==> config.mk <==
export PLATFORM = sky130hd
export DESIGN_NAME = i2c_master_byte_engine_flat
export DESIGN_NICKNAME = d
export VERILOG_FILES = /design/src/rtl/core/imbe_pkg.sv /design/src/rtl/core/imbe_if.sv /design/src/rtl/core/i2c_master_byte_engine.sv /design/src/flat_wrapper.sv
export SDC_FILE = /design/constraint.sdc
export NUM_CORES = 1
export LEC_CHECK = 0
export BUFFER_PORTS_ARGS = -buffer_cell sky130_fd_sc_hd__buf_2
export CAP_MARGIN = 20
export CORE_AREA = 2 2 129 131
export DETAILED_ROUTE_END_ITERATION = 10
export DIE_AREA = 0 0 131 133
export MAX_ROUTING_LAYER = met4
export PLACE_DENSITY_LB_ADDON = 0.1
export SYNTH_ARGS = -nofsm -noshare
export SYNTH_HDL_FRONTEND = slang
export SYNTH_SLANG_ARGS = --single-unit
==> constraint.sdc <==
create_clock -name i_clk -period 7 [get_ports i_clk]
set_clock_uncertainty 0.2 [all_clocks]
set_input_delay 1.05 -clock i_clk [delete_from_list [all_inputs] [get_ports i_clk]]
set_output_delay 1.05 -clock i_clk [all_outputs]
set_load 0.05 [all_outputs]
==> src/rtl/core/imbe_pkg.sv <==
// ----------------------------------------------------------------------------
// imbe_pkg
// Types and constants of the tick-level I2C master byte engine.
// ----------------------------------------------------------------------------
`default_nettype none

package imbe_pkg;

    // Command codes
    typedef enum logic [2:0] {
        OP_NONE      = 3'd0,
        OP_START     = 3'd1,
        OP_STOP      = 3'd2,
        OP_WRITE     = 3'd3,
        OP_READ      = 3'd4,
        OP_DISP_CMD  = 3'd5,
        OP_DISP_DATA = 3'd6
    } t_op;

    // Configuration register indexes
    typedef enum logic [0:0] {
        REG_ACK_TIMEOUT    = 1'b0,
        REG_DEVICE_ADDRESS = 1'b1
    } t_reg_idx;

    localparam int unsigned CFG_W = 8;

    localparam logic [7:0] ACK_TIMEOUT_RST = 8'd250;
    localparam logic [7:0] DEV_ADDR_RST    = 8'h78;
    localparam logic [7:0] CTRL_CMD        = 8'h00;
    localparam logic [7:0] CTRL_DATA       = 8'h40;

    // Bus phases, one-hot
    typedef enum logic [18:0] {
        PH_IDLE     = 19'h00001,
        PH_START1   = 19'h00002,
        PH_START2   = 19'h00004,
        PH_STOP1    = 19'h00008,
        PH_STOP2    = 19'h00010,
        PH_STOP3    = 19'h00020,
        PH_TO1      = 19'h00040,
        PH_TO2      = 19'h00080,
        PH_TO3      = 19'h00100,
        PH_TX_A     = 19'h00200,
        PH_TX_B     = 19'h00400,
        PH_TX_C     = 19'h00800,
        PH_TX_END   = 19'h01000,
        PH_ACK_REL  = 19'h02000,
        PH_ACK_POLL = 19'h04000,
        PH_RX_LOW   = 19'h08000,
        PH_RX_HIGH  = 19'h10000,
        PH_MA_LOW   = 19'h20000,
        PH_MA_HIGH  = 19'h40000
    } t_phase;

    // One tick request
    typedef struct packed {
        logic [2:0] op;
        logic [7:0] data_byte;
        logic       send_ack;
        logic       sda_in;
    } t_req;

    // One tick result
    typedef struct packed {
        logic       scl_level;
        logic       sda_level;
        logic       sda_drive;
        logic       busy_res;
        logic       done_res;
        logic [7:0] read_data;
        logic       no_ack;
    } t_res;

endpackage

`default_nettype wire

==> src/rtl/core/imbe_if.sv <==
// ----------------------------------------------------------------------------
// imbe_if
// Valid/ready channels for tick requests and tick results.
// ----------------------------------------------------------------------------
`default_nettype none

interface imbe_req_if;
    logic             valid;
    logic             ready;
    imbe_pkg::t_req   data;

    modport source (output valid, output data, input ready);
    modport sink   (input valid, input data, output ready);
endinterface

interface imbe_res_if;
    logic             valid;
    logic             ready;
    imbe_pkg::t_res   data;

    modport source (output valid, output data, input ready);
    modport sink   (input valid, input data, output ready);
endinterface

`default_nettype wire

==> src/rtl/core/i2c_master_byte_engine.sv <==
// ----------------------------------------------------------------------------
// i2c_master_byte_engine
// Tick-level I2C master: one request is one bus delay period.
// ----------------------------------------------------------------------------
// Each request on i_req is one bus tick. While idle, the op field starts an
// operation (start, stop, write byte with acknowledge wait, read byte with
// master ACK/NACK, or a three-byte display write of address, control byte and
// payload); the request that carries the command is also the operation's first
// tick, and op is ignored while busy. Every request yields exactly one result
// with the pin levels for that tick, busy/done, the last read byte and the
// missing-acknowledge flag. The engine takes one request per clock: the whole
// tick is computed in one pass of logic from the phase registers into a single
// result register, so the result shows in the cycle after acceptance and a new
// request is accepted in the same cycle as long as the result register is
// empty or being drained. A stalled result holds the input side. There is no
// clearing pass after reset. Write ack_timeout and device_address through the
// config port only while no operation is running.
// ----------------------------------------------------------------------------
`default_nettype none

module i2c_master_byte_engine (
    input  wire                    i_clk,
    input  wire                    i_rst_n,
    imbe_req_if.sink               i_req,
    imbe_res_if.source             o_res,
    input  wire                    i_cfg_we,
    input  imbe_pkg::t_reg_idx     i_cfg_idx,
    input  wire [7:0]              i_cfg_wdata
);
    import imbe_pkg::*;

    // Configuration registers
    logic [CFG_W-1:0] r_ack_timeout;
    logic [CFG_W-1:0] r_device_address;

    // Engine state
    t_phase      r_phase,   n_phase;
    logic [3:0]  r_bit_cnt, n_bit_cnt;
    logic [7:0]  r_shift,   n_shift;
    logic [7:0]  r_wait,    n_wait;
    logic [1:0]  r_tbyte,   n_tbyte;
    logic        r_scl,     n_scl;
    logic        r_sda,     n_sda;
    logic        r_drv,     n_drv;
    logic        r_no_ack,  n_no_ack;
    logic        r_sack,    n_sack;
    logic [8:0]  r_payload, n_payload;
    logic [2:0]  r_cur_op,  n_cur_op;
    logic [7:0]  r_read,    n_read;

    // Result register
    t_res        r_res, n_res;
    logic        r_res_valid;

    logic        accept;
    logic        done;
    logic        drop_scl;
    logic        do_adv;
    logic        disp;

    // Take a request whenever the result slot is free or draining
    assign i_req.ready = i_rst_n && (!r_res_valid || o_res.ready);
    assign accept      = i_req.valid && i_req.ready;
    assign o_res.valid = r_res_valid;
    assign o_res.data  = r_res;

    // Display writes run all three bytes; plain writes end after one
    assign disp = (r_cur_op == OP_DISP_CMD) || (r_cur_op == OP_DISP_DATA);

    always_comb begin
        n_phase   = r_phase;
        n_bit_cnt = r_bit_cnt;
        n_shift   = r_shift;
        n_wait    = r_wait;
        n_tbyte   = r_tbyte;
        n_scl     = r_scl;
        n_sda     = r_sda;
        n_drv     = r_drv;
        n_no_ack  = r_no_ack;
        n_sack    = r_sack;
        n_payload = r_payload;
        n_cur_op  = r_cur_op;
        n_read    = r_read;
        done      = 1'b0;
        drop_scl  = 1'b0;
        do_adv    = 1'b0;

        // Command decode: only while idle, same tick runs the first phase
        if (r_phase == PH_IDLE) begin
            case (i_req.data.op)
                OP_START: begin
                    n_cur_op = i_req.data.op;
                    n_phase  = PH_START1;
                end
                OP_STOP: begin
                    n_cur_op = i_req.data.op;
                    n_phase  = PH_STOP1;
                end
                OP_WRITE: begin
                    n_cur_op  = i_req.data.op;
                    n_no_ack  = 1'b0;
                    n_shift   = i_req.data.data_byte;
                    n_bit_cnt = 4'd0;
                    n_phase   = PH_TX_A;
                end
                OP_READ: begin
                    n_cur_op  = i_req.data.op;
                    n_sack    = i_req.data.send_ack;
                    n_shift   = 8'd0;
                    n_bit_cnt = 4'd0;
                    n_phase   = PH_RX_LOW;
                end
                OP_DISP_CMD, OP_DISP_DATA: begin
                    n_cur_op  = i_req.data.op;
                    n_no_ack  = 1'b0;
                    n_payload = {(i_req.data.op == OP_DISP_DATA), i_req.data.data_byte};
                    n_tbyte   = 2'd0;
                    n_phase   = PH_START1;
                end
                default: begin
                end
            endcase
        end

        n_res.busy_res = (n_phase != PH_IDLE);

        case (n_phase)
            PH_IDLE: begin
            end
            PH_START1: begin
                {n_scl, n_sda, n_drv} = 3'b111;
                n_phase = PH_START2;
            end
            PH_START2: begin
                {n_scl, n_sda, n_drv} = 3'b101;
                drop_scl = 1'b1;
                if ((n_cur_op == OP_DISP_CMD) || (n_cur_op == OP_DISP_DATA)) begin
                    n_tbyte   = 2'd0;
                    n_shift   = r_device_address;
                    n_bit_cnt = 4'd0;
                    n_phase   = PH_TX_A;
                end else begin
                    n_phase = PH_IDLE;
                    done    = 1'b1;
                end
            end
            PH_STOP1, PH_TO1: begin
                {n_scl, n_sda, n_drv} = 3'b001;
                n_phase = (n_phase == PH_TO1) ? PH_TO2 : PH_STOP2;
            end
            PH_STOP2, PH_TO2: begin
                {n_scl, n_sda, n_drv} = 3'b101;
                n_phase = (n_phase == PH_TO2) ? PH_TO3 : PH_STOP3;
            end
            PH_STOP3: begin
                {n_scl, n_sda, n_drv} = 3'b111;
                n_phase = PH_IDLE;
                done    = 1'b1;
            end
            PH_TO3: begin
                {n_scl, n_sda, n_drv} = 3'b111;
                do_adv = 1'b1;
            end
            PH_TX_A: begin
                // hold the previous data level while SCL is low
                {n_scl, n_drv} = 2'b01;
                n_phase = PH_TX_B;
            end
            PH_TX_B: begin
                {n_scl, n_sda, n_drv} = {1'b0, n_shift[7], 1'b1};
                n_phase = PH_TX_C;
            end
            PH_TX_C: begin
                {n_scl, n_drv} = 2'b11;
                n_shift   = {n_shift[6:0], 1'b0};
                n_bit_cnt = n_bit_cnt + 4'd1;
                n_phase   = (n_bit_cnt >= 4'd8) ? PH_TX_END : PH_TX_A;
            end
            PH_TX_END: begin
                {n_scl, n_drv} = 2'b01;
                n_phase = PH_ACK_REL;
            end
            PH_ACK_REL: begin
                {n_scl, n_sda, n_drv} = 3'b010;
                n_wait  = 8'd0;
                n_phase = PH_ACK_POLL;
            end
            PH_ACK_POLL: begin
                {n_scl, n_sda, n_drv} = 3'b110;
                if (!i_req.data.sda_in) begin
                    drop_scl = 1'b1;
                    do_adv   = 1'b1;
                end else if (n_wait >= r_ack_timeout) begin
                    n_no_ack = 1'b1;
                    n_phase  = PH_TO1;
                end else begin
                    n_wait = n_wait + 8'd1;
                end
            end
            PH_RX_LOW: begin
                {n_scl, n_drv} = 2'b00;
                n_phase = PH_RX_HIGH;
            end
            PH_RX_HIGH: begin
                {n_scl, n_drv} = 2'b10;
                n_shift   = {n_shift[6:0], i_req.data.sda_in};
                n_bit_cnt = n_bit_cnt + 4'd1;
                if (n_bit_cnt >= 4'd8) begin
                    n_read  = n_shift;
                    n_phase = PH_MA_LOW;
                end else begin
                    n_phase = PH_RX_LOW;
                end
            end
            PH_MA_LOW: begin
                {n_scl, n_sda, n_drv} = {1'b0, !n_sack, 1'b1};
                n_phase = PH_MA_HIGH;
            end
            PH_MA_HIGH: begin
                {n_scl, n_drv} = 2'b11;
                drop_scl = 1'b1;
                n_phase  = PH_IDLE;
                done     = 1'b1;
            end
            default: begin
                n_phase = PH_IDLE;
            end
        endcase

        // Advance to the next byte of a display write, its stop, or finish
        if (do_adv) begin
            if (disp && (r_tbyte < 2'd2)) begin
                n_tbyte   = r_tbyte + 2'd1;
                n_shift   = (r_tbyte == 2'd0)
                          ? (r_payload[8] ? CTRL_DATA : CTRL_CMD)
                          : r_payload[7:0];
                n_bit_cnt = 4'd0;
                n_phase   = PH_TX_A;
            end else if (disp) begin
                n_phase = PH_STOP1;
            end else begin
                n_phase = PH_IDLE;
                done    = 1'b1;
            end
        end

        n_res.scl_level = n_scl;
        n_res.sda_level = n_sda;
        n_res.sda_drive = n_drv;
        n_res.done_res  = done;
        n_res.read_data = n_read;
        n_res.no_ack    = n_no_ack;

        // Leave SCL low after this tick
        if (drop_scl) begin
            n_scl = 1'b0;
        end
    end

    // Configuration writes
    always_ff @(posedge i_clk) begin
        if (!i_rst_n) begin
            r_ack_timeout    <= ACK_TIMEOUT_RST;
            r_device_address <= DEV_ADDR_RST;
        end else if (i_cfg_we) begin
            case (i_cfg_idx)
                REG_ACK_TIMEOUT:    r_ack_timeout    <= i_cfg_wdata;
                REG_DEVICE_ADDRESS: r_device_address <= i_cfg_wdata;
                default: begin
                end
            endcase
        end
    end

    // Engine state advances once per accepted request
    always_ff @(posedge i_clk) begin
        if (!i_rst_n) begin
            r_phase   <= PH_IDLE;
            r_bit_cnt <= 4'd0;
            r_shift   <= 8'd0;
            r_wait    <= 8'd0;
            r_tbyte   <= 2'd0;
            r_scl     <= 1'b1;
            r_sda     <= 1'b1;
            r_drv     <= 1'b1;
            r_no_ack  <= 1'b0;
            r_sack    <= 1'b0;
            r_payload <= 9'd0;
            r_cur_op  <= OP_NONE;
            r_read    <= 8'd0;
        end else if (accept) begin
            r_phase   <= n_phase;
            r_bit_cnt <= n_bit_cnt;
            r_shift   <= n_shift;
            r_wait    <= n_wait;
            r_tbyte   <= n_tbyte;
            r_scl     <= n_scl;
            r_sda     <= n_sda;
            r_drv     <= n_drv;
            r_no_ack  <= n_no_ack;
            r_sack    <= n_sack;
            r_payload <= n_payload;
            r_cur_op  <= n_cur_op;
            r_read    <= n_read;
        end
    end

    // Result register: load on accept, drop once taken
    always_ff @(posedge i_clk) begin
        if (!i_rst_n) begin
            r_res_valid <= 1'b0;
        end else if (accept) begin
            r_res_valid <= 1'b1;
        end else if (o_res.ready) begin
            r_res_valid <= 1'b0;
        end
    end

    always_ff @(posedge i_clk) begin
        if (accept) begin
            r_res <= n_res;
        end
    end

endmodule

`default_nettype wire

==> src/flat_wrapper.sv <==
// flat-port wrapper written by rule: the top's interface ports become plain ports
module i2c_master_byte_engine_flat import imbe_pkg::*;
  (i_clk, i_rst_n, i_cfg_we, i_cfg_idx, i_cfg_wdata, i_req_valid, i_req_data, i_req_ready, o_res_valid, o_res_data, o_res_ready);
  imbe_req_if i_req_i ();
  imbe_res_if o_res_i ();
  input  wire i_clk;
  input  wire i_rst_n;
  input  wire i_cfg_we;
  input  imbe_pkg::t_reg_idx i_cfg_idx;
  input  wire [7:0] i_cfg_wdata;
  input wire logic [$bits(i_req_i.valid)-1:0] i_req_valid;
  input wire logic [$bits(i_req_i.data)-1:0] i_req_data;
  output wire logic [$bits(i_req_i.ready)-1:0] i_req_ready;
  output wire logic [$bits(o_res_i.valid)-1:0] o_res_valid;
  output wire logic [$bits(o_res_i.data)-1:0] o_res_data;
  input wire logic [$bits(o_res_i.ready)-1:0] o_res_ready;
  assign i_req_i.valid = i_req_valid;
  assign i_req_i.data = i_req_data;
  assign i_req_ready = i_req_i.ready;
  assign o_res_valid = o_res_i.valid;
  assign o_res_data = o_res_i.data;
  assign o_res_i.ready = o_res_ready;
  i2c_master_byte_engine u_core (.i_clk(i_clk), .i_rst_n(i_rst_n), .i_req(i_req_i), .o_res(o_res_i), .i_cfg_we(i_cfg_we), .i_cfg_idx(i_cfg_idx), .i_cfg_wdata(i_cfg_wdata));
endmodule
# Word-level counts from Yosys, hierarchy flattened

Index checks and enable logic that the tools add are counted.

Multiplexer cells: 61
$lt $le $gt $ge: 3
Reduce and logical (&&, ||, !) cells: 32
Add/subtract/negate cells: 3
Bitwise gates (word level): 1
Eq/ne operators: 33

Operators by type and width:

| operator                                                          | number |
|---|---|
| 19-bit case mux with 14 select lines                              | 1 |
| 19-bit two-way mux                                                | 5 |
| 8-bit two-way mux                                                 | 10 |
| 19-bit case mux with 4 select lines                               | 1 |
| 19-bit by 1-bit == test with 1-bit output, second input constant  | 2 |
| 8-bit case mux with 2 select lines                                | 2 |
| 4-bit two-way mux                                                 | 6 |
| 8-bit case mux with 3 select lines                                | 1 |
| 3-bit == test, second input constant                              | 7 |
| 19-bit by 10-bit == test with 1-bit output, second input constant | 1 |
| 19-bit by 11-bit == test with 1-bit output, second input constant | 1 |
| 19-bit by 12-bit == test with 1-bit output, second input constant | 1 |
| 19-bit by 13-bit == test with 1-bit output, second input constant | 1 |
| 19-bit by 14-bit == test with 1-bit output, second input constant | 1 |
| 19-bit by 15-bit == test with 1-bit output, second input constant | 1 |
| 19-bit by 16-bit == test with 1-bit output, second input constant | 1 |
| 19-bit by 17-bit == test with 1-bit output, second input constant | 1 |
| 19-bit by 18-bit == test with 1-bit output, second input constant | 1 |
| 19-bit == test, second input constant                             | 1 |
| 19-bit by 2-bit == test with 1-bit output, second input constant  | 1 |
| 19-bit by 3-bit == test with 1-bit output, second input constant  | 1 |
| 19-bit by 4-bit == test with 1-bit output, second input constant  | 1 |
| 19-bit by 5-bit == test with 1-bit output, second input constant  | 1 |
| 19-bit by 6-bit == test with 1-bit output, second input constant  | 1 |
| 41 further kinds                                                  | 83 |

Output and inout port bits: 16
Input bits: 27
Register bits after elaboration: 97

# Logic depth before layout (Yosys ltp)

Gate-level depths: netlist of run 1.

Depth in word-level cells: 11
Depth in mapped cells: 12
Gate-level depth less buffers: 10

# Least setup slack after synthesis of run 1

Ideal clock, no wire load.

Path kind: input -> register
From: in i_req_data[12]
To: reg u_core.r_drv
Data required time: 6.683 ns
Slack: 3.124 ns
Arrival time: 3.559 ns
Cell stages on the path: 10
Library setup time: 0.117 ns
Buffers on the path: 1
Cell sequence: clkbuf_1 inv_1 ha_1 nor3_1 nor4_4 o21ai_0 o2111ai_2 a2111oi_0 nand4b_1 o22a_1

Longest elaborated chain between the ends: 7

Ends and longest elaborated chain:

| item                                                                             | RTL line                      | text |
|---|---|---|
| from (decl)                                                                      | flat_wrapper.sv:12            | `input wire logic [$bits(i_req_i.data)-1:0] i_req_data;` |
| 3-bit by 1-bit == test with 1-bit output / 3-bit == test (equally long branches) | i2c_master_byte_engine.sv:90  | `case (i_req.data.op)` |
| 3-bit OR reduction (no line)                                                     | -                             |  |
| 19-bit case mux with 4 select lines (*)                                          | i2c_master_byte_engine.sv:90  |  |
| 19-bit two-way mux (*)                                                           | i2c_master_byte_engine.sv:89  | `if (r_phase == PH_IDLE) begin` |
| 19-bit by 2-bit == test with 1-bit output, or another cell as far along          | i2c_master_byte_engine.sv:127 | `case (n_phase)` |
| 14-bit OR reduction (no line) / 4-bit OR reduction (equally long branches)       | -                             |  |
| 1-bit case mux with 2 select lines (*)                                           | i2c_master_byte_engine.sv:127 |  |
| net u_core.n_drv                                                                 | i2c_master_byte_engine.sv:44  | `logic r_drv, n_drv;` |
| to (signal assigned)                                                             | i2c_master_byte_engine.sv:299 | `r_drv <= n_drv;` |
| to (decl)                                                                        | i2c_master_byte_engine.sv:44  |  |

Mark *: on every way through the listed nets, which the timed path passes. The rest lies on a longest branch.
A chain may end at the register's enable or synchronous reset.

# Worst setup path after layout of run 1

Same ends and word-level chain as after synthesis.

==> impl_metrics.ini, run 1 <==
[finish]
n_antenna_cell = 0
nFillCells = 1662
area_growth_pct = 12.80
regArea_sq_um = 2082
drive_above_1_share_pct = 13.49
multi_input_area_sq_um = 3166
fin_nets = 716

[power_and_ir_drop]
finalPower_mw = 1.289
vdd_ir_drop_max_v = 0.0001129
p_per_area_nw_per_um2 = 208.0
leakage_nw = 2.522

[synth]
ys.warnings.count = 0
synth_nets = 690
synthCells = 651
synth_top_cell_area_share_pct = 30.25
syn_avg_cell_area_sq_um = 8.437
synth_top_area_cell = dfxtp_1
ys_ff_latch = 97
synthDistinctLibCells = 77
synthTopCellsByArea = dfxtp_1 30%, edfxtp_1 7.7%, nand2_1 5.6%
async_flop_share_pct = 0
synth_area_sq_um = 5493
ys.flop_type = dfxtp_1
synth_seq_area_share_pct = 37.90
synth_edf_count = 14

[flow_run]
drv_cap = 0

[die]
io_pins = 43
start_util_pct = 33.97
die_y_um = 133
rows = 47
dieArea_sq_um = 17420
core_sq_um = 16170
chipWidth_um = 131

[timing]
hold_viol_final = 0
max_freq_mhz = 245.3
setup_violations = 0
fin_setup_tns_ns = 0
relSlewSlack_pct = 31.70
worstMarginPinSlew_ns = 1.023
maxSlewViolCount = 0
period_minus_slack_ns = 4.077
finalCritPeriodShare_pct = 58.24
rsz0062_at_grt = false

[global_routing]
use_met3_pct = 3.720
track_usage_pct = 21.27
grt_max_degree = 32
grt_pass1_wl_um = 27610
use_met2_pct = 32.82
grt-ovfl-total = 0
busiest_layer = met2
first_global_vias = 5078
met1_usage_pct = 28.18
antenna_found_initial = 0

[setup_path]
critPathKind = in2reg
worst-path-max-fanout = 12
cp.arrival_ns = 4.12
cp-end-kind = register
crit_required_ns = 7.04
crit_path_start_kind = input port

[run_status]
status = finished clean

[clocking]
post_cts_buffers = 0
cts_buffers = 9
cts_buffer_depth = 2
cts.hold.buffers_added = 0
cts_tree = yes
cts_sinks = 97
cts_resized = 0
clk_latency_ns = 0.36
cts.clk_slew.worst_paths_ns = 0.08
htreeDepth = 3
cts_root_buffer = clkbuf_16

[drt]
viasPerCell = 5.703
drtIter0Drc = 410
routed_wl_um = 17590
vias = 5144
routedWlPerCell_um = 19.50
first_pass_iters = 5
drc = 0
antenna_left = 0

[placement]
hpwlAfterDp_um = 12870
place.gp.congestion = 1.012
port_buffers = 42

[min_path]
holdCritPathClass = reg2reg
==> critical path, cell delays in order <==
cell and delay (ns):
buf_2 0.20, inv_1 0.07, ha_1 0.21, nor3_1 0.60, nor4_4 0.17, o21ai_0 0.55
o2111ai_2 0.23, a2111oi_0 0.60, nand4b_1 0.21, o22a_1 0.23
==> where the power goes <==
group | total [mW] | leakage (nW) | internal [mW] | switching [mW]
Clock | 0.533 | 0.151 | 0.285 | 0.248
Combinational | 0.168 | 1.58 | 0.0514 | 0.116
Sequential | 0.588 | 0.794 | 0.579 | 0.00935
==> cells by family after synthesis <==
family	Yosys count	share of synthesized area, %
AOI/OAI and AO/OA	183	23.46
xor gates and xnor gates	8	1.276
adders and majority gates	12	2.733
buffers and inverters	63	4.510
DFF	97	37.90
muxes	20	3.690
and+or+nand+nor	268	26.42
==> layout make-up <==
type | instances | share of cell area (%)
clock inverter | 7 | 1.414
inverter | 32 | 1.939
tap | 220 | 4.443
multi-input combinational | 491 | 51.09
sequential | 97 | 33.60
clock buffer | 9 | 3.635
timing repair buffer | 46 | 3.877
==> registers in the layout, indices dropped and copies added, names as in the netlist <==
register                 count
u_core.r_sack                1
u_core.r_bit_cnt             4
u_core.r_phase              19
u_core.r_ack_timeout         8
u_core.r_tbyte               2
u_core.r_sda                 1
u_core.r_wait                8
u_core.r_read                8
u_core.r_scl                 1
u_core.o_res.valid           1
u_core.r_cur_op              3
u_core.r_payload             9
u_core.o_res.data           14
u_core.r_drv                 1
u_core.r_shift               8
u_core.r_no_ack              1
u_core.r_device_address      8
==> through the flow <==
step / hold slack (ns) / instance area [sq um] / util (%) / setup WS, ns / cells
2_1_floorplan: 0.2357 / 5493 / - / 3.124 / 651
3_3_place_gp: 0.2502 / 5883 / 36.38 / 2.798 / 886
3_5_place_dp: 0.2530 / 5883 / 36.38 / 2.633 / 886
4_1_cts: 0.2633 / 6196 / 38.31 / 2.992 / 902
5_1_grt: 0.2881 / 6196 / 38.31 / 2.614 / 902
6_report: 0.2636 / 6196 / 38.31 / 2.923 / 902
==> cells in the final DEF, fill, tap and decap left out, types with 10 or more instances in the layout <==
master / count
a21o_1: 10
a21oi_1: 34
nor2_1: 51
buf_2: 42
nand4_1: 14
mux2i_1: 18
a31oi_1: 12
o211ai_1: 16
nor3_1: 13
nand3_1: 25
o21ai_0: 29
edfxtp_1: 14
ha_1: 12
inv_1: 31
nand2_1: 82
a22oi_1: 15
dfxtp_1: 83
or3_1: 13
==> layer usage <==
layer	vias to the layer above	wire (um)
li1	2484	-
met1	2475	8154
met2	159	8070
met3	26	976
met4	0	387
met5	-	0
==> worst paths after layout <==
path	from	to	slack, ns	depth (start not counted)
min	u_core.r_ack_timeout[2]	u_core.r_ack_timeout[2]	0.26	2
max	i_req_data[12]	u_core.r_drv	2.92	10
min reg2reg	u_core.r_ack_timeout[2]	u_core.r_ack_timeout[2]	0.26	2
max reg2reg	u_core.r_phase[0]	u_core.r_read[3]	3.02	7
==> synthesized netlist by cell type (3+ instances only) <==
cell type and instances:
dfxtp_1 83, nand2_1 82, nor2_1 52, a21oi_1 34
inv_1 31, o21ai_0 29, clkbuf_1 27, nand3_1 25
mux2i_1 18, o211ai_1 16, a22oi_1 15, edfxtp_1 14
nand4_1 14, nor3_1 13, or3_1 13, a31oi_1 12
ha_1 12, a21o_1 10, a22o_1 9, nand2b_1 9
a211o_1 8, and2_1 8, nor4_1 7, a2111oi_0 6
nand4b_1 6, a32o_1 5, o22ai_1 5, or2_2 5
xnor2_1 5, and3_1 4, nor2b_1 4, o31ai_1 4
buf_2 3, nor3_2 3, nor4_4 3, nor4b_1 3
o311a_1 3, o41ai_1 3, xor2_1 3
No activity file was read; power rests on OpenSTA's default activity.
==> run 2, diff against run 1 <==
clock period = 4.2 ns   (was 7 ns; I/O delays follow)
==> impl_metrics.ini, run 2 (synthesis results as in run 1) <==
[die]
dieArea_sq_um = 17420
start_util_pct = 33.97
chipWidth_um = 131
rows = 47
core_sq_um = 16170
die_y_um = 133
io_pins = 43

[drt]
drc = 0
viasPerCell = 5.731
antenna_left = 0
routedWlPerCell_um = 19.88
drtIter0Drc = 361
routed_wl_um = 18250
first_pass_iters = 6
vias = 5261

[finish]
fin_nets = 732
largest_register = u_core.r_phase
final_common_cell = dfxtp_1
largest_reg_flops = 19
drive_above_1_share_pct = 15.33
n_antenna_cell = 0
mostFrequentLayoutCells = 83 x dfxtp_1, 82 x nand2_1, 52 x nor2_1
area_growth_pct = 15.33
final_util_pct = 39.17
nFillCells = 1680

[clocking]
cts_buffers = 9
cts_tree = yes
cts_root_buffer = clkbuf_16
cts_resized = 0
htreeDepth = 3
clk_latency_ns = 0.36
cts.clk_slew.worst_paths_ns = 0.07
cts_buffer_depth = 2
cts.hold.buffers_added = 0
cts_sinks = 97
post_cts_buffers = 0

[global_routing]
antenna_found_initial = 0
grt_pass1_wl_um = 28340
first_global_vias = 4930
grt-ovfl-total = 0
track_usage_pct = 22.08
grt_max_degree = 30

[timing]
setup_slack_ns = 0.5609
period_minus_slack_ns = 3.639
worstMarginPinSlew_ns = 0.8198
finalCritPeriodShare_pct = 86.64
fin_setup_tns_ns = 0
hold_ws_ns = 0.2639
setup_violations = 0
rsz0062_at_grt = false
relSlewSlack_pct = 45.23
max_freq_mhz = 274.8
hold_viol_final = 0
maxSlewViolCount = 0

[setup_path]
startpoint = u_core.r_phase[5]
worst-path-max-fanout = 18
reg2reg_from = u_core.r_phase[5]
rr_worst_depth = 7
crit_path_start_kind = register
cp-end-kind = register
cp.arrival_ns = 3.74
critPathKind = reg2reg
crit_required_ns = 4.30

[min_path]
hold_depth = 2
holdCritPathClass = reg2reg
hold_start = u_core.r_device_address[0]

[power_and_ir_drop]
clkPwrFrac_pct = 42.5
leakage_nw = 2.603
p_switching_mw = 0.6207
comb_power_share_pct = 13.2
seqPwrFrac_pct = 44.3
finalPower_mw = 2.212
p_per_area_nw_per_um2 = 349.2
vdd_ir_drop_max_v = 0.0001795
p_int_mw = 1.591
sw_frac_of_total_pct = 28.06

[placement]
hpwlAfterDp_um = 13650
port_buffers = 42
pre_cts_ws_ns = 0.4355
place.gp.congestion = 0.9071

[run_status]
status = finished clean

[flow_run]
drv_cap = 0
run 2: cell types whose count changed in the layout (fill, tap and decap cells not counted), sizes merged:
| cell | delta |
|---|---|
| inv | -1 |
| clkinvlp | +1 |
| bufinv | +1 |
| buf | +16 |
| clkinv | -1 |
run 2: final timing paths:
kind / slack [ns] / end
max reg2reg: 0.56 / u_core.r_read[4]
max: 0.56 / u_core.r_read[4]
min reg2reg: 0.26 / u_core.r_device_address[0]
min: 0.26 / u_core.r_device_address[0]
run 2: stage by stage:
| stage | instances | area, sq um |
|---|---|---|
| after floorplan | 651 | 5493 |
| after global placement | 902 | 6001 |
| after detailed placement | 902 | 6001 |
| after CTS | 918 | 6335 |
| after global routing | 918 | 6335 |
| final | 918 | 6335 |
run 2: routing by layer:
layer	vias to the layer above	wire length, um	part of all wire (%)	track usage (%)
li1	2514	-	-	-
met3	36	1052	5.8	3.639
met4	0	519	2.8	8.452
met2	193	8532	47	34.00
met5	-	0	0	-
met1	2518	8142	45	28.91
run 2: worst max-delay path: stages, from the launching register on:
cell and delay [ns]:
dfxtp_1 0.40, nor4_4 0.64, nand4_4 0.24, nor4_4 0.54
nor2_2 0.15, or3_1 0.61, nor2_1 0.55, a22o_1 0.24
run 2: power groups by stage:
stage                     combinational, mW  sequential (mW)  clock [mW]
after floorplan                       0.170             1.02           0
final                                 0.293            0.979       0.940
after global routing                  0.319            0.982       0.991
after CTS                             0.292            0.979       0.954
after global placement                0.292             1.00           0
after detailed placement              0.291             1.00           0
run 2: final cells by class:
cell class | count | area [sq um] | area share, %
clock buffer | 9 | 225.2 | 3.555
clock inverter | 7 | 108.9 | 1.718
inverter | 32 | 120.1 | 1.896
multi-input combinational | 491 | 3163 | 49.93
sequential | 97 | 2082 | 32.87
tap | 220 | 275.3 | 4.345
timing repair buffer | 62 | 360.3 | 5.688
==> run 3, diff against run 2 <==
clock period = 4.02 ns   (was 4.2 ns; I/O delays follow)
==> impl_metrics.ini, run 3 (synthesis results as in run 1) <==
[clocking]
cts.clk_slew.worst_paths_ns = 0.07
post_cts_buffers = 0
cts_root_buffer = clkbuf_16
htreeDepth = 3
cts_buffer_depth = 2
cts.hold.buffers_added = 0
cts_sinks = 97
cts_resized = 0
clk_latency_ns = 0.37
cts_buffers = 9
cts_tree = yes

[setup_path]
cp.arrival_ns = 3.71
critPathKind = reg2reg
crit_required_ns = 4.12
cp-end-kind = register
crit_path_start_kind = register
worst-path-max-fanout = 18
reg2reg_slack_ns = 0.41

[timing]
period_minus_slack_ns = 3.613
worstMarginPinSlew_ns = 0.8097
setup_violations = 0
rsz0062_at_grt = false
max_freq_mhz = 276.8
fin_setup_tns_ns = 0
maxSlewViolCount = 0
hold_viol_final = 0
finalCritPeriodShare_pct = 89.88
setup_slack_ns = 0.4069
relSlewSlack_pct = 45.91

[finish]
n_antenna_cell = 0
fin_nets = 734
drive_above_1_share_pct = 15.57
mostFrequentLayoutCells = 83 x dfxtp_1, 82 x nand2_1, 52 x nor2_1
multi_input_area_sq_um = 3163
regArea_sq_um = 2082
stdcell_area_sq_um = 6339
area_growth_pct = 15.40
largest_register = u_core.r_phase
final_common_cell = dfxtp_1
largest_reg_flops = 19
nFillCells = 1668

[drt]
first_pass_iters = 6
routedWlPerCell_um = 20.28
drtIter0Drc = 340
routed_wl_um = 18650
drc = 0
viasPerCell = 5.653
antenna_left = 0
vias = 5201

[placement]
placed_area_sq_um = 6016
port_buffers = 42
place.gp.congestion = 0.9751
hpwlAfterDp_um = 13880
pre_cts_ws_ns = 0.2826

[global_routing]
antenna_found_initial = 0
first_global_vias = 5051
grt_max_degree = 30
grt_pass1_wl_um = 28970
track_usage_pct = 22.58
grt-ovfl-total = 0

[power_and_ir_drop]
finalPower_mw = 2.273
comb_power_share_pct = 13.5
vdd_ir_drop_max_v = 0.0002051
leakage_nw = 2.616
p_switching_mw = 0.6648
p_per_area_nw_per_um2 = 358.6
sw_frac_of_total_pct = 29.25
seqPwrFrac_pct = 45.0
p_int_mw = 1.608
clkPwrFrac_pct = 41.4

[die]
dieArea_sq_um = 17420
rows = 47
chipWidth_um = 131
start_util_pct = 33.97
core_sq_um = 16170
io_pins = 43
die_y_um = 133

[run_status]
status = finished clean

[min_path]
holdCritPathClass = reg2reg

[flow_run]
drv_cap = 0
run 3: worst paths after layout:
check                          startpoint                 endpoint  cells after the start
hold reg to reg   u_core.r_ack_timeout[2]  u_core.r_ack_timeout[2]                      2
hold / removal    u_core.r_ack_timeout[2]  u_core.r_ack_timeout[2]                      2
setup reg to reg       u_core.r_phase[12]         u_core.r_read[3]                      7
setup / recovery       u_core.r_phase[12]         u_core.r_read[3]                      7
run 3: final cells by class:
cell class,instances,area share (%)
flip-flops and latches,97,32.85
inverters,32,1.895
well taps,220,4.343
clock buffers,9,3.553
multi-input cells,491,49.90
repair buffers,64,5.922
clock inverters,7,1.540
run 3: stage by stage:
stage	cells	util, %	hold slack (ns)
global route	920	39.20	0.2906
floorplan	651	-	0.2357
CTS	920	39.20	0.2662
detailed placement	904	37.20	0.2552
finish	920	39.20	0.2687
global placement	904	37.20	0.2516
run 3: per-layer routing:
metal	wire length (um)	up-vias	track usage [%]	share of wire [%]
li1	-	2515	-	-
met1	8682	2513	30.01	47
met2	8811	149	35.18	47
met3	841	24	4.327	4.5
met4	317	0	5.910	1.7
met5	0	-	-	0
run 3: power by group through the flow:
stage / logic (mW) / registers (mW) / clock network [mW]
3_3_place_gp: 0.305 / 1.05 / 0
4_1_cts: 0.306 / 1.02 / 0.962
5_1_grt: 0.335 / 1.03 / 0.999
6_report: 0.308 / 1.02 / 0.942
2_1_floorplan: 0.178 / 1.07 / 0
3_5_place_dp: 0.305 / 1.05 / 0
run 3: worst max-delay path, cell delays in order (launching register included):
cell and delay, ns:
dfxtp_1 0.40, nor2_1 0.60, nand4_4 0.24, nor4_4 0.60, nor2_2 0.16, or3_1 0.61
nor2_1 0.52, a22o_1 0.23
